## src/hw/rtl/llcp_pkg.sv

```systemverilog
package llcp_pkg;

    // Sizing of stores
    localparam int MAX_LINE       = 4096;
    localparam int MAX_HALF_WIDTH = 32;
    localparam int HIST_DEPTH     = MAX_LINE + 2 * MAX_HALF_WIDTH + 1;
    localparam int LAG_DEPTH      = 2 * MAX_HALF_WIDTH + 1;
    localparam int HIST_AW        = $clog2(HIST_DEPTH);
    localparam int LAG_AW         = $clog2(LAG_DEPTH);

    // Field and register widths
    localparam int SAMPLE_W = 16;
    localparam int LEN_W    = 13;
    localparam int HW_W     = 6;
    localparam int SH_W     = 5;
    localparam int CFG_AW   = 2;
    localparam int CFG_DW   = 13;
    localparam int ACC_W    = 58;
    localparam int MAG_W    = 32;
    localparam int OFF_W    = 7;

    // Register reset values
    localparam logic [LEN_W-1:0] LINE_LENGTH_RST = LEN_W'(1024);
    localparam logic [HW_W-1:0]  HALF_WIDTH_RST  = HW_W'(8);
    localparam logic [SH_W-1:0]  LEAK_SHIFT_RST  = SH_W'(20);

    // Register indexes
    typedef enum logic [CFG_AW-1:0] {
        CFG_LINE_LENGTH = 2'd0,
        CFG_HALF_WIDTH  = 2'd1,
        CFG_LEAK_SHIFT  = 2'd2
    } cfg_index_t;

    // Controller to datapath
    typedef struct packed {
        logic in_ready;
        logic in_wr;
        logic clr_wr;
        logic ref_rd;
        logic lag_issue;
        logic k_clr;
        logic rep_abs;
        logic rep_sqr;
        logic rep_sqi;
        logic rep_cmp;
        logic out_load;
    } ctrl_cmd_t;

    // Datapath to controller
    typedef struct packed {
        logic clr_done;
        logic lag_last;
        logic pipe_busy;
        logic eob;
        logic out_busy;
    } ctrl_status_t;

endpackage

```

## src/hw/rtl/llcp_ctrl.sv

```systemverilog
module llcp_ctrl (
    input  logic                  aclk,
    input  logic                  aresetn,
    input  logic                  s_valid,
    input  llcp_pkg::ctrl_status_t st,
    output llcp_pkg::ctrl_cmd_t   cmd
);

    typedef enum logic [9:0] {
        S_CLEAR   = 10'b0000000001,
        S_IDLE    = 10'b0000000010,
        S_REF     = 10'b0000000100,
        S_LAG     = 10'b0000001000,
        S_DRAIN   = 10'b0000010000,
        S_REP_RD  = 10'b0000100000,
        S_REP_ABS = 10'b0001000000,
        S_REP_SQR = 10'b0010000000,
        S_REP_SQI = 10'b0100000000,
        S_REP_CMP = 10'b1000000000
    } state_t;

    state_t state_reg, state_next;
    logic   out_pend_reg, out_pend_next;

    // Next state and commands
    always_comb begin
        state_next    = state_reg;
        out_pend_next = out_pend_reg;
        cmd           = '0;
        if (out_pend_reg && !st.out_busy) begin
            cmd.out_load  = 1'b1;
            out_pend_next = 1'b0;
        end
        unique case (state_reg)
            S_CLEAR: begin
                cmd.clr_wr = 1'b1;
                if (st.clr_done) begin
                    state_next = S_IDLE;
                end
            end
            S_IDLE: begin
                cmd.in_ready = !out_pend_reg;
                if (s_valid && !out_pend_reg) begin
                    cmd.in_wr  = 1'b1;
                    state_next = S_REF;
                end
            end
            S_REF: begin
                cmd.ref_rd = 1'b1;
                cmd.k_clr  = 1'b1;
                state_next = S_LAG;
            end
            S_LAG: begin
                cmd.lag_issue = 1'b1;
                if (st.lag_last) begin
                    state_next = S_DRAIN;
                end
            end
            S_DRAIN: begin
                if (!st.pipe_busy) begin
                    cmd.k_clr  = 1'b1;
                    state_next = st.eob ? S_REP_RD : S_IDLE;
                end
            end
            S_REP_RD: begin
                state_next = S_REP_ABS;
            end
            S_REP_ABS: begin
                cmd.rep_abs = 1'b1;
                state_next  = S_REP_SQR;
            end
            S_REP_SQR: begin
                cmd.rep_sqr = 1'b1;
                state_next  = S_REP_SQI;
            end
            S_REP_SQI: begin
                cmd.rep_sqi = 1'b1;
                state_next  = S_REP_CMP;
            end
            S_REP_CMP: begin
                cmd.rep_cmp = 1'b1;
                if (st.lag_last) begin
                    out_pend_next = 1'b1;
                    state_next    = S_IDLE;
                end else begin
                    state_next = S_REP_RD;
                end
            end
            default: begin
                state_next = S_CLEAR;
            end
        endcase
    end

    always_ff @(posedge aclk) begin
        if (!aresetn) begin
            state_reg    <= S_CLEAR;
            out_pend_reg <= 1'b0;
        end else begin
            state_reg    <= state_next;
            out_pend_reg <= out_pend_next;
        end
    end

endmodule

```

## config.mk

```make
export PLATFORM = sky130hd
export DESIGN_NAME = llcp_ctrl
export DESIGN_NICKNAME = d
export VERILOG_FILES = /design/src/hw/rtl/llcp_pkg.sv /design/src/hw/rtl/llcp_ctrl.sv
export SDC_FILE = /design/constraint.sdc
export NUM_CORES = 1
export LEC_CHECK = 0
export ABC_AREA = 1
export BUFFER_PORTS_ARGS = -buffer_cell sky130_fd_sc_hd__clkbuf_2
export CAP_MARGIN = 10
export CORE_ASPECT_RATIO = 1.4
export CORE_MARGIN = 2
export CORE_UTILIZATION = 30
export CTS_CLUSTER_SIZE = 28
export DETAILED_ROUTE_END_ITERATION = 8
export PLACE_DENSITY = 0.51
export SLEW_MARGIN = 20
export SYNTH_ARGS = -nofsm -noshare
export SYNTH_HDL_FRONTEND = slang
export SYNTH_SLANG_ARGS = --single-unit
```

## constraint.sdc

```tcl
create_clock -name aclk -period 3.6 [get_ports aclk]
set_input_delay 0.54 -clock aclk [delete_from_list [all_inputs] [get_ports aclk]]
set_output_delay 0.54 -clock aclk [all_outputs]
set_load 0.05 [all_outputs]
```

==> metrics.cfg, run 1 <==
[floorplanning]
start_util_pct = 31.6
io_pins = 19
fp.dieW_um = 48.4
die_y_um = 66.1
fp.dieArea_mm2 = 0.00320
core_mm2 = 0.00262
rows = 22

[hold_path]
hold_path_end = out_pend_reg$_SDFF_PN0_
holdPathStages = 3
hold_class = primary input to flop
hp-start = st[0]

[pwr]
clkPwrFrac_pct = 14.8
seqPwrFrac_pct = 25.3
peakVddDrop_mv = 0.348
p_sw_uw = 308
p_int_uw = 288
combinationalPowerShare_pct = 59.9
sw_frac_of_total_pct = 51.7
p_per_area_mw_per_mm2 = 605
power_leakage_uw = 0.000568

[sta]
fin_crit_sh_pct = 61.6
clock.fmax_ghz = 0.451
maxSlewHeadroom_pct = 81.6
worstMarginPinSlew_ps = 277
setup_ws_ps = 1380
finalSetupViolCount = 0
fin_crit_ps = 2220
fin_setup_tns_ps = 0
finalHoldViolCount = 0
finalClockSkew_ps = 17.9
slew_violations = 0
rsz0062_at_grt = no

[yosys]
synth_area_leaders = dfxtp_1, inv_1, nand2_1
synth_warnings = 0
netlist_top_cells_count = inv_1, nand2_1, nor2_1
yosysUniqueCellTypes = 21
ys_seq_area_share_pct = 26.6
synth_edf_count = 0
synthCells = 126
synth_top_cell_by_area = dfxtp_1
synthFlopType = dfxtp_1
synth.ff_latch_count = 11
async_reset_ff_share_pct = 0
avgSynthCellArea_um2 = 6.56
syn_area_um2 = 827
syn_nets = 134
synth_top_cell_area_share_pct = 26.6

[worst_setup_path]
crit_path_start_kind = flop
cp-end-kind = primary output
r2r_cells = 9
crit_arrival_ps = 1680
cp_slowest_cell = dfxtp_1
rr_startpoint = state_reg[3]$_SDFFE_PN0P_
worstPathRequired_ps = 3060
path_max_fanout = 5
cp_num_buf_inv = 1
critPathTopFamily = simple AND/OR/NAND/NOR gates
r2r_end = state_reg[1]$_SDFFE_PN0P_
worstPathCellList = nor2_2 > nand2_4 > nor3_4 > nor2_1 > a21oi_1 > clkbuf_2
r2r_setup_slack_ps = 2190
critical_path_class = flop to primary output
cp_slowest_stage_delay_ps = 330

[placed_design]
gp_congestion = 0.862
numPortBuffers = 18
place_ws_ps = 1730
hpwlAfterDp_mm = 1.58

[global_routing]
antenna_found_initial = 0
overflow = 0
grt_pass1_vias = 751
grtUsageTotal_pct = 13.3
grt_max_degree = 10
grt_pass1_wl_mm = 3.26

[clock_network]
ctsHoldBuffers = 0
clockBufferDepth = 2
htree_levels = 1
root_buffer = clkbuf_4
clk_pin_slew_ps = 90
cts_tree = done
clk_latency_ps = 280
cts_sinks = 11
cts-buffers-inserted = 3
post_cts_resized = 0
postCtsSetupRepairBufs = 0

[finish]
n_antenna_cell = 0
area_growth_pct = 19.1
fin_nets = 156
drive_gt1_share_pct = 32.0
largest_reg_flops = 10

[route]
drtAntennaViolNets = 0
wl_per_cell_um = 10.3
vias = 767
dr.pass1.iters = 4
drc = 0
drtIter0Drc = 11
drt_wl_total_mm = 1.89
avgViaCountPerCell = 4.19

[run]
maxCapViolCount = 0

[run_status]
status = finished, final reports clean

[power by group through the flow]
stage	logic (µW)	registers [µW]	clock network (µW)
6_report	357	151	88.1
5_1_grt	398	153	95.4
4_1_cts	362	151	91.8
3_5_place_dp	360	154	0
3_3_place_gp	360	153	0
2_1_floorplan	292	151	0
[kinds of logic (layout without fill, tap and decap cells)]
logic type | after synthesis | in the layout | share of synthesized area (%)
AND/OR/NAND/NOR | 79 | 79 | 55.7
buffers and inverters | 30 | 51 | 13.8
flip-flops | 11 | 11 | 26.6
AO/OA/AOI/OAI | 6 | 6 | 3.93
[through the flow]
step	power, µW	hold slack, ps	utilization, %	std cells	cell area, µm²
final	596	502	37.7	183	985
after global routing	646	530	37.7	183	985
after CTS	605	496	37.7	183	985
after detailed placement	514	505	36.6	179	957
after global placement	513	497	36.6	179	957
after floorplan	442	470	-	126	827
[placed cells by master, fill, tap and decap left out, types with 2 or more instances in the layout]
master    Yosys  layout
nand3_1       8       8
clkbuf_2      0      18
a21oi_1       2       2
nand2_1      28      28
nor2_2        4       4
nand2_2       4       4
o21ai_0       3       3
nand3_2       5       5
clkbuf_4      0       3
nor2_1       16      16
dfxtp_1      11      11
nor2_4        6       6
inv_1        28      28
nand2_4       2       2
[area by class of cell]
type / instances / area [µm²]
Fill cell: 301 / 1630
Multi-Input combinational cell: 85 / 493
Sequential cell: 11 / 220
Inverter: 29 / 109
Timing Repair Buffer: 18 / 90.1
Tap cell: 36 / 45.0
Clock buffer: 3 / 22.5
Clock inverter: 1 / 5.00
[worst register-to-register path, delay by kind of cell, from the launching register on]
kind                   cells  cell delay [ps]
buffers and inverters      1               80
flip-flops                 1              360
AND/OR/NAND/NOR            8              870
[layer usage]
layer,routed length (µm),vias up,track usage [%],part of all wire [%]
li1,-,420,-,-
met1,852,330,15.7,45
met2,941,15,23.4,50
met3,64,2,1.36,3.4
met4,27,0,7.50,1.4
met5,0,-,0,0
[how the worst max path moves through the flow]
stage	slack (ps)	startpoint	to	cells past startpoint
5_1_grt	1280	state_reg[4]$_SDFFE_PN0P_	cmd[5]	6
3_3_place_gp	1730	state_reg[4]$_SDFFE_PN0P_	cmd[5]	6
2_1_floorplan	1070	state_reg[4]$_SDFFE_PN0P_	cmd[5]	5
3_5_place_dp	1730	state_reg[4]$_SDFFE_PN0P_	cmd[5]	6
6_report	1380	state_reg[4]$_SDFFE_PN0P_	cmd[5]	6
4_1_cts	1380	state_reg[4]$_SDFFE_PN0P_	cmd[5]	6
No activity file was read; power rests on OpenSTA's default activity.
==> run 2: changes to the inputs <==
- ABC_AREA: 1 -> 0
- PLACE_DENSITY: 0.51 -> 0.52
- clock period: 3.6 -> 2.1 ns (I/O delays scaled with it)
==> run 2 against run 1 <==
Against the previous run: area after synthesis decreased by 9.1%; register-to-register slack worse by 2000 ps; via count up 4.7%; utilization rose by 11 points; global-route usage is 2.8 points higher; design area grew 18%; critical endpoint is now cmd[4]; clock power increased by 71%; combinational power is 4% higher; critical path type unchanged; the run now ends with negative setup slack left; critical path depth fell by 1.
==> metrics.cfg, run 2 <==
[run_status]
status = complete, but fails checks
violations = negative setup slack

[sta]
rsz0062_at_grt = yes
fin_setup_tns_ps = -311
slew_violations = 0
finalSetupViolCount = 5
fin_crit_sh_pct = 105
fin_crit_ps = 2200
finalHoldViolCount = 0
finalClockSkew_ps = 9.52
maxSlewHeadroom_pct = 62.8
setup_ws_ps = -95.7
clock.fmax_ghz = 0.455
worstMarginPinSlew_ps = 554

[run]
maxCapViolCount = 0

[finish]
largest_reg_flops = 10
fin_nets = 133
mostFrequentLayoutCell = buf_4
final_area_mm2 = 0.00116
drive_gt1_share_pct = 48.4
area_growth_pct = 54.4
final-instance-count-excl-fill = 158
n_antenna_cell = 0
final_cell_mix = buf_4, clkbuf_2, dfxtp_1, nor2_1, o21ai_0

[global_routing]
grt_max_degree = 10
overflow = 0
grt_pass1_vias = 796
antenna_found_initial = 0
grt_pass1_wl_mm = 3.46
grtUsageTotal_pct = 16.1

[worst_setup_path]
path_max_fanout = 3
critical_path_class = flop to primary output
worstPathRequired_ps = 1780
crit_path_start = state_reg[5]$_SDFFE_PN0P_
cp-end-kind = primary output
crit_path_start_kind = flop
rr_startpoint = state_reg[5]$_SDFFE_PN0P_
crit_arrival_ps = 1880

[route]
wl_per_cell_um = 13.0
drc = 0
drtIter0Drc = 14
dr.pass1.iters = 4
drtAntennaViolNets = 0
drt_wl_total_mm = 2.06
avgViaCountPerCell = 5.08
vias = 803

[floorplanning]
fp.dieW_um = 46.3
start_util_pct = 31.4
rows = 21
io_pins = 19
core_mm2 = 0.00239
fp.dieArea_mm2 = 0.00293
die_y_um = 63.2

[yosys]
avgSynthCellArea_um2 = 8.36
synth_top_cell_area_share_pct = 29.3
async_reset_ff_share_pct = 0
synthCells = 90
synth_top_cell_by_area = dfxtp_1
synth_area_leaders = dfxtp_1, nor4b_1, o21ai_0
synth.ff_latch_count = 11
netlist_top_cells_count = dfxtp_1, nor2_1, o21ai_0
synth_warnings = 0
syn_nets = 98
yosysUniqueCellTypes = 39
yosysMostFrequentCell = dfxtp_1
ys_seq_area_share_pct = 29.3
syn_area_um2 = 752
synthFlopType = dfxtp_1
synth_edf_count = 0

[placed_design]
numPortBuffers = 18
gp_congestion = 0.856
post_dp_cell_area_um2 = 973
hpwlAfterDp_mm = 1.57
dp_cells = 148

[clock_network]
clk_latency_ps = 280
cts_tree = done
cts_sinks = 11
clk_pin_slew_ps = 80
root_buffer = clkbuf_4
clockBufferDepth = 2
htree_levels = 1
cts-buffers-inserted = 3
ctsHoldBuffers = 0

[hold_path]
hold_class = primary input to flop
hp-start = st[0]

[pwr]
power_uw = 780
p_per_area_mw_per_mm2 = 671
peakVddDrop_mv = 0.447
power_leakage_uw = 0.000497

-- run 2: timing repair --
item | in CTS | in global routing
setup endpoints to repair | 6 | 10
pin swaps | 5 | 10
buffers inserted | 5 | 2
resized for setup | 16 | 21
-- run 2: per-stage QoR --
stage	hold slack (ps)	utilization [%]	setup WS [ps]
finish	288	48.6	-95.7
global route	312	48.6	-172
CTS	293	46.6	-142
detailed placement	498	40.7	49.7
global placement	492	40.7	67.9
floorplan	455	-	-7.35
-- run 2: report_power, final --
part | internal [µW] | switching (µW)
Clock | 70.7 | 80.1
Combinational | 154 | 217
Sequential | 226 | 31.9
-- run 2: worst paths after layout --
path / slack (ps) / endpoint / depth (start not counted)
worst max-delay path: -100 / cmd[4] / 5
worst min register to register: 510 / out_pend_reg$_SDFF_PN0_ / 2
worst max register to register: 180 / state_reg[9]$_SDFFE_PN0P_ / 6
worst min-delay path: 290 / out_pend_reg$_SDFF_PN0_ / 3
-- run 2: area by class of cell --
type,instances,area [µm²]
Inverter,2,7.51
Sequential cell,11,226
Multi-Input combinational cell,73,552
Clock buffer,3,22.5
Tap cell,34,42.5
Timing Repair Buffer,34,305
Fill cell,224,1230
Clock inverter,1,5.00
-- run 2: logic make-up (layout without fill, tap and decap cells) --
family	after synthesis	count (layout)	share of synthesized area [%]
AOI/OAI and AO/OA	17	17	15.3
xor gates and xnor gates	3	3	3.49
buffers and inverters	6	40	4.49
and+or+nand+nor	53	53	47.4
DFF	11	11	29.3
-- run 2: metal layers --
metal / up-vias / wire length, µm / global-route usage [%]
met5: - / 0 / 0
met3: 4 / 79 / 2.58
met4: 0 / 46 / 9.29
met2: 22 / 1090 / 26.0
li1: 403 / - / -
met1: 374 / 837 / 18.9
-- run 2: worst max-delay path: stages (launching register included) --
cell and delay [ps]:
dfxtp_1 320, or4_4 540, buf_6 150, nor3b_4 210, and3b_2 240, buf_8 150
==> run 3: changes to the inputs <==
- SETUP_SLACK_MARGIN: default -> 0.05
==> run 3 against run 2 <==
Against the previous run: routed wire length is 1.8% lower; highest routed layer unchanged; power shrank 1.0%; clock skew down 5.3 ps; cell count down 2.5%; sequential share of layout area rose by 0.85 points; critical path type unchanged; worst hold slack better by 20 ps; global-route usage shrank 0.92 points; critical endpoint is now cmd[5]; the flow still finishes with violations (negative setup slack).
==> metrics.cfg, run 3 (synthesis gave the netlist of run 2 again) <==
[worst_setup_path]
cp-end-kind = primary output
cp_slowest_cell = or4_4
worstPathCellList = or4_4 > or4_4 > o21ai_2 > buf_8
path_max_fanout = 3
cp_num_buf_inv = 1
crit_path_start_kind = flop
critPathTopFamily = simple AND/OR/NAND/NOR gates
worstPathRequired_ps = 1780
worst_path_most_repeated_cell = or4_4
rr_startpoint = state_reg[5]$_SDFFE_PN0P_
crit_path_start = state_reg[5]$_SDFFE_PN0P_
crit_arrival_ps = 1850
critical_path_class = flop to primary output
cp_slowest_stage_delay_ps = 530

[route]
dr.pass1.iters = 4
avgViaCountPerCell = 5.19
drtIter0Drc = 18
vias = 799
drc = 0
drtAntennaViolNets = 0
wl_per_cell_um = 13.1
drt_wl_total_mm = 2.02

[run_status]
status = complete, but fails checks
violations = negative setup slack

[clock_network]
clockBufferDepth = 2
cts-buffers-inserted = 3
htree_levels = 1
root_buffer = clkbuf_4
cts_sinks = 11
cts_tree = done
ctsHoldBuffers = 0
clk_latency_ps = 260
clk_pin_slew_ps = 70

[finish]
drive_gt1_share_pct = 49.2
largest_reg_flops = 10
final_cell_mix = buf_4, clkbuf_2, nor2_1, dfxtp_2, o21ai_0
area_growth_pct = 51.2
multi_input_area_um2 = 542
fin_nets = 129
final-instance-count-excl-fill = 154
final_area_mm2 = 0.00114
register_area_um2 = 231
nFillCells = 248
n_antenna_cell = 0
mostFrequentLayoutCell = buf_4

[sta]
hold_ws_ps = 308
slew_violations = 0
finalSetupViolCount = 4
setup_ws_ps = -61.0
fin_setup_tns_ps = -224
maxSlewHeadroom_pct = 62.4
clock.fmax_ghz = 0.463
finalClockSkew_ps = 4.22
fin_crit_sh_pct = 103
finalHoldViolCount = 0
rsz0062_at_grt = yes
fin_crit_ps = 2160
worstMarginPinSlew_ps = 560

[floorplanning]
rows = 21
io_pins = 19
core_mm2 = 0.00239
fp.dieArea_mm2 = 0.00293
start_util_pct = 31.4
die_y_um = 63.2
fp.dieW_um = 46.3

[global_routing]
antenna_found_initial = 0
grtUsageTotal_pct = 15.2
grt_max_degree = 10
grt_pass1_wl_mm = 3.37
grt_pass1_vias = 766
overflow = 0

[pwr]
power_uw = 772
seqPwrFrac_pct = 33.2
p_int_uw = 457
power_leakage_uw = 0.000468
p_sw_uw = 315
clkPwrFrac_pct = 18.5
sw_frac_of_total_pct = 40.8
combinationalPowerShare_pct = 48.3
p_per_area_mw_per_mm2 = 678
peakVddDrop_mv = 0.452

[placed_design]
gp_congestion = 0.803
numPortBuffers = 18
post_dp_cell_area_um2 = 947
dp_cells = 146
hpwlAfterDp_mm = 1.59

[hold_path]
hold_class = primary input to flop
hp-start = st[0]

[run]
maxCapViolCount = 0

## run 3: routing by layer
layer  vias to the layer above  part of all wire (%)  GRT usage (%)
met5                         -                     0              0
met4                         0                  0.69           4.64
met3                         2                   4.8           2.58
met2                        26                    53           24.1
met1                       374                    42           20.1
li1                        397                     -              -
## run 3: final cells by class
class                      count  share of cell area (%)
multi-input combinational     73                    47.6
timing repair buffer          30                    25.0
sequential                    11                    20.4
tap                           34                    3.74
clock buffer                   4                    2.31
inverter                       2                   0.990
## run 3: per-stage QoR
| step | util (%) | setup WS, ps |
|---|---|---|
| 2_1_floorplan | - | 7.97 |
| 4_1_cts | 46.0 | -82.6 |
| 5_1_grt | 47.6 | -140 |
| 6_report | 47.6 | -61.0 |
| 3_5_place_dp | 39.6 | -22.2 |
| 3_3_place_gp | 39.6 | 3.84 |
## run 3: worst reg2reg max path: stages, from the launching register on
cell and delay (ps):
dfxtp_2 320, or4_4 530, buf_6 150, nor3b_4 200, buf_4 130, and3_1 140, a311oi_1 80, or2_1 260
## run 3: final timing paths
check	to	slack, ps	cells after the start
worst max-delay path	cmd[5]	-60	4
worst min-delay path	out_pend_reg$_SDFF_PN0_	310	3
worst max register to register	state_reg[0]$_SDFFE_PN1P_	170	7
worst min register to register	out_pend_reg$_SDFF_PN0_	510	2
## run 3: power groups by stage
stage / Clock [µW] / Sequential [µW] / Combinational, µW
global placement: 0 / 255 / 345
floorplan: 0 / 252 / 257
CTS: 148 / 254 / 360
global route: 163 / 263 / 410
finish: 143 / 256 / 373
detailed placement: 0 / 257 / 345
## run 3: what timing repair did
action / CTS / global route
pin swaps: 5 / 3
resized for setup: 25 / 17
buffers inserted: 3 / 1
endpoints found under the setup margin: 7 / 9
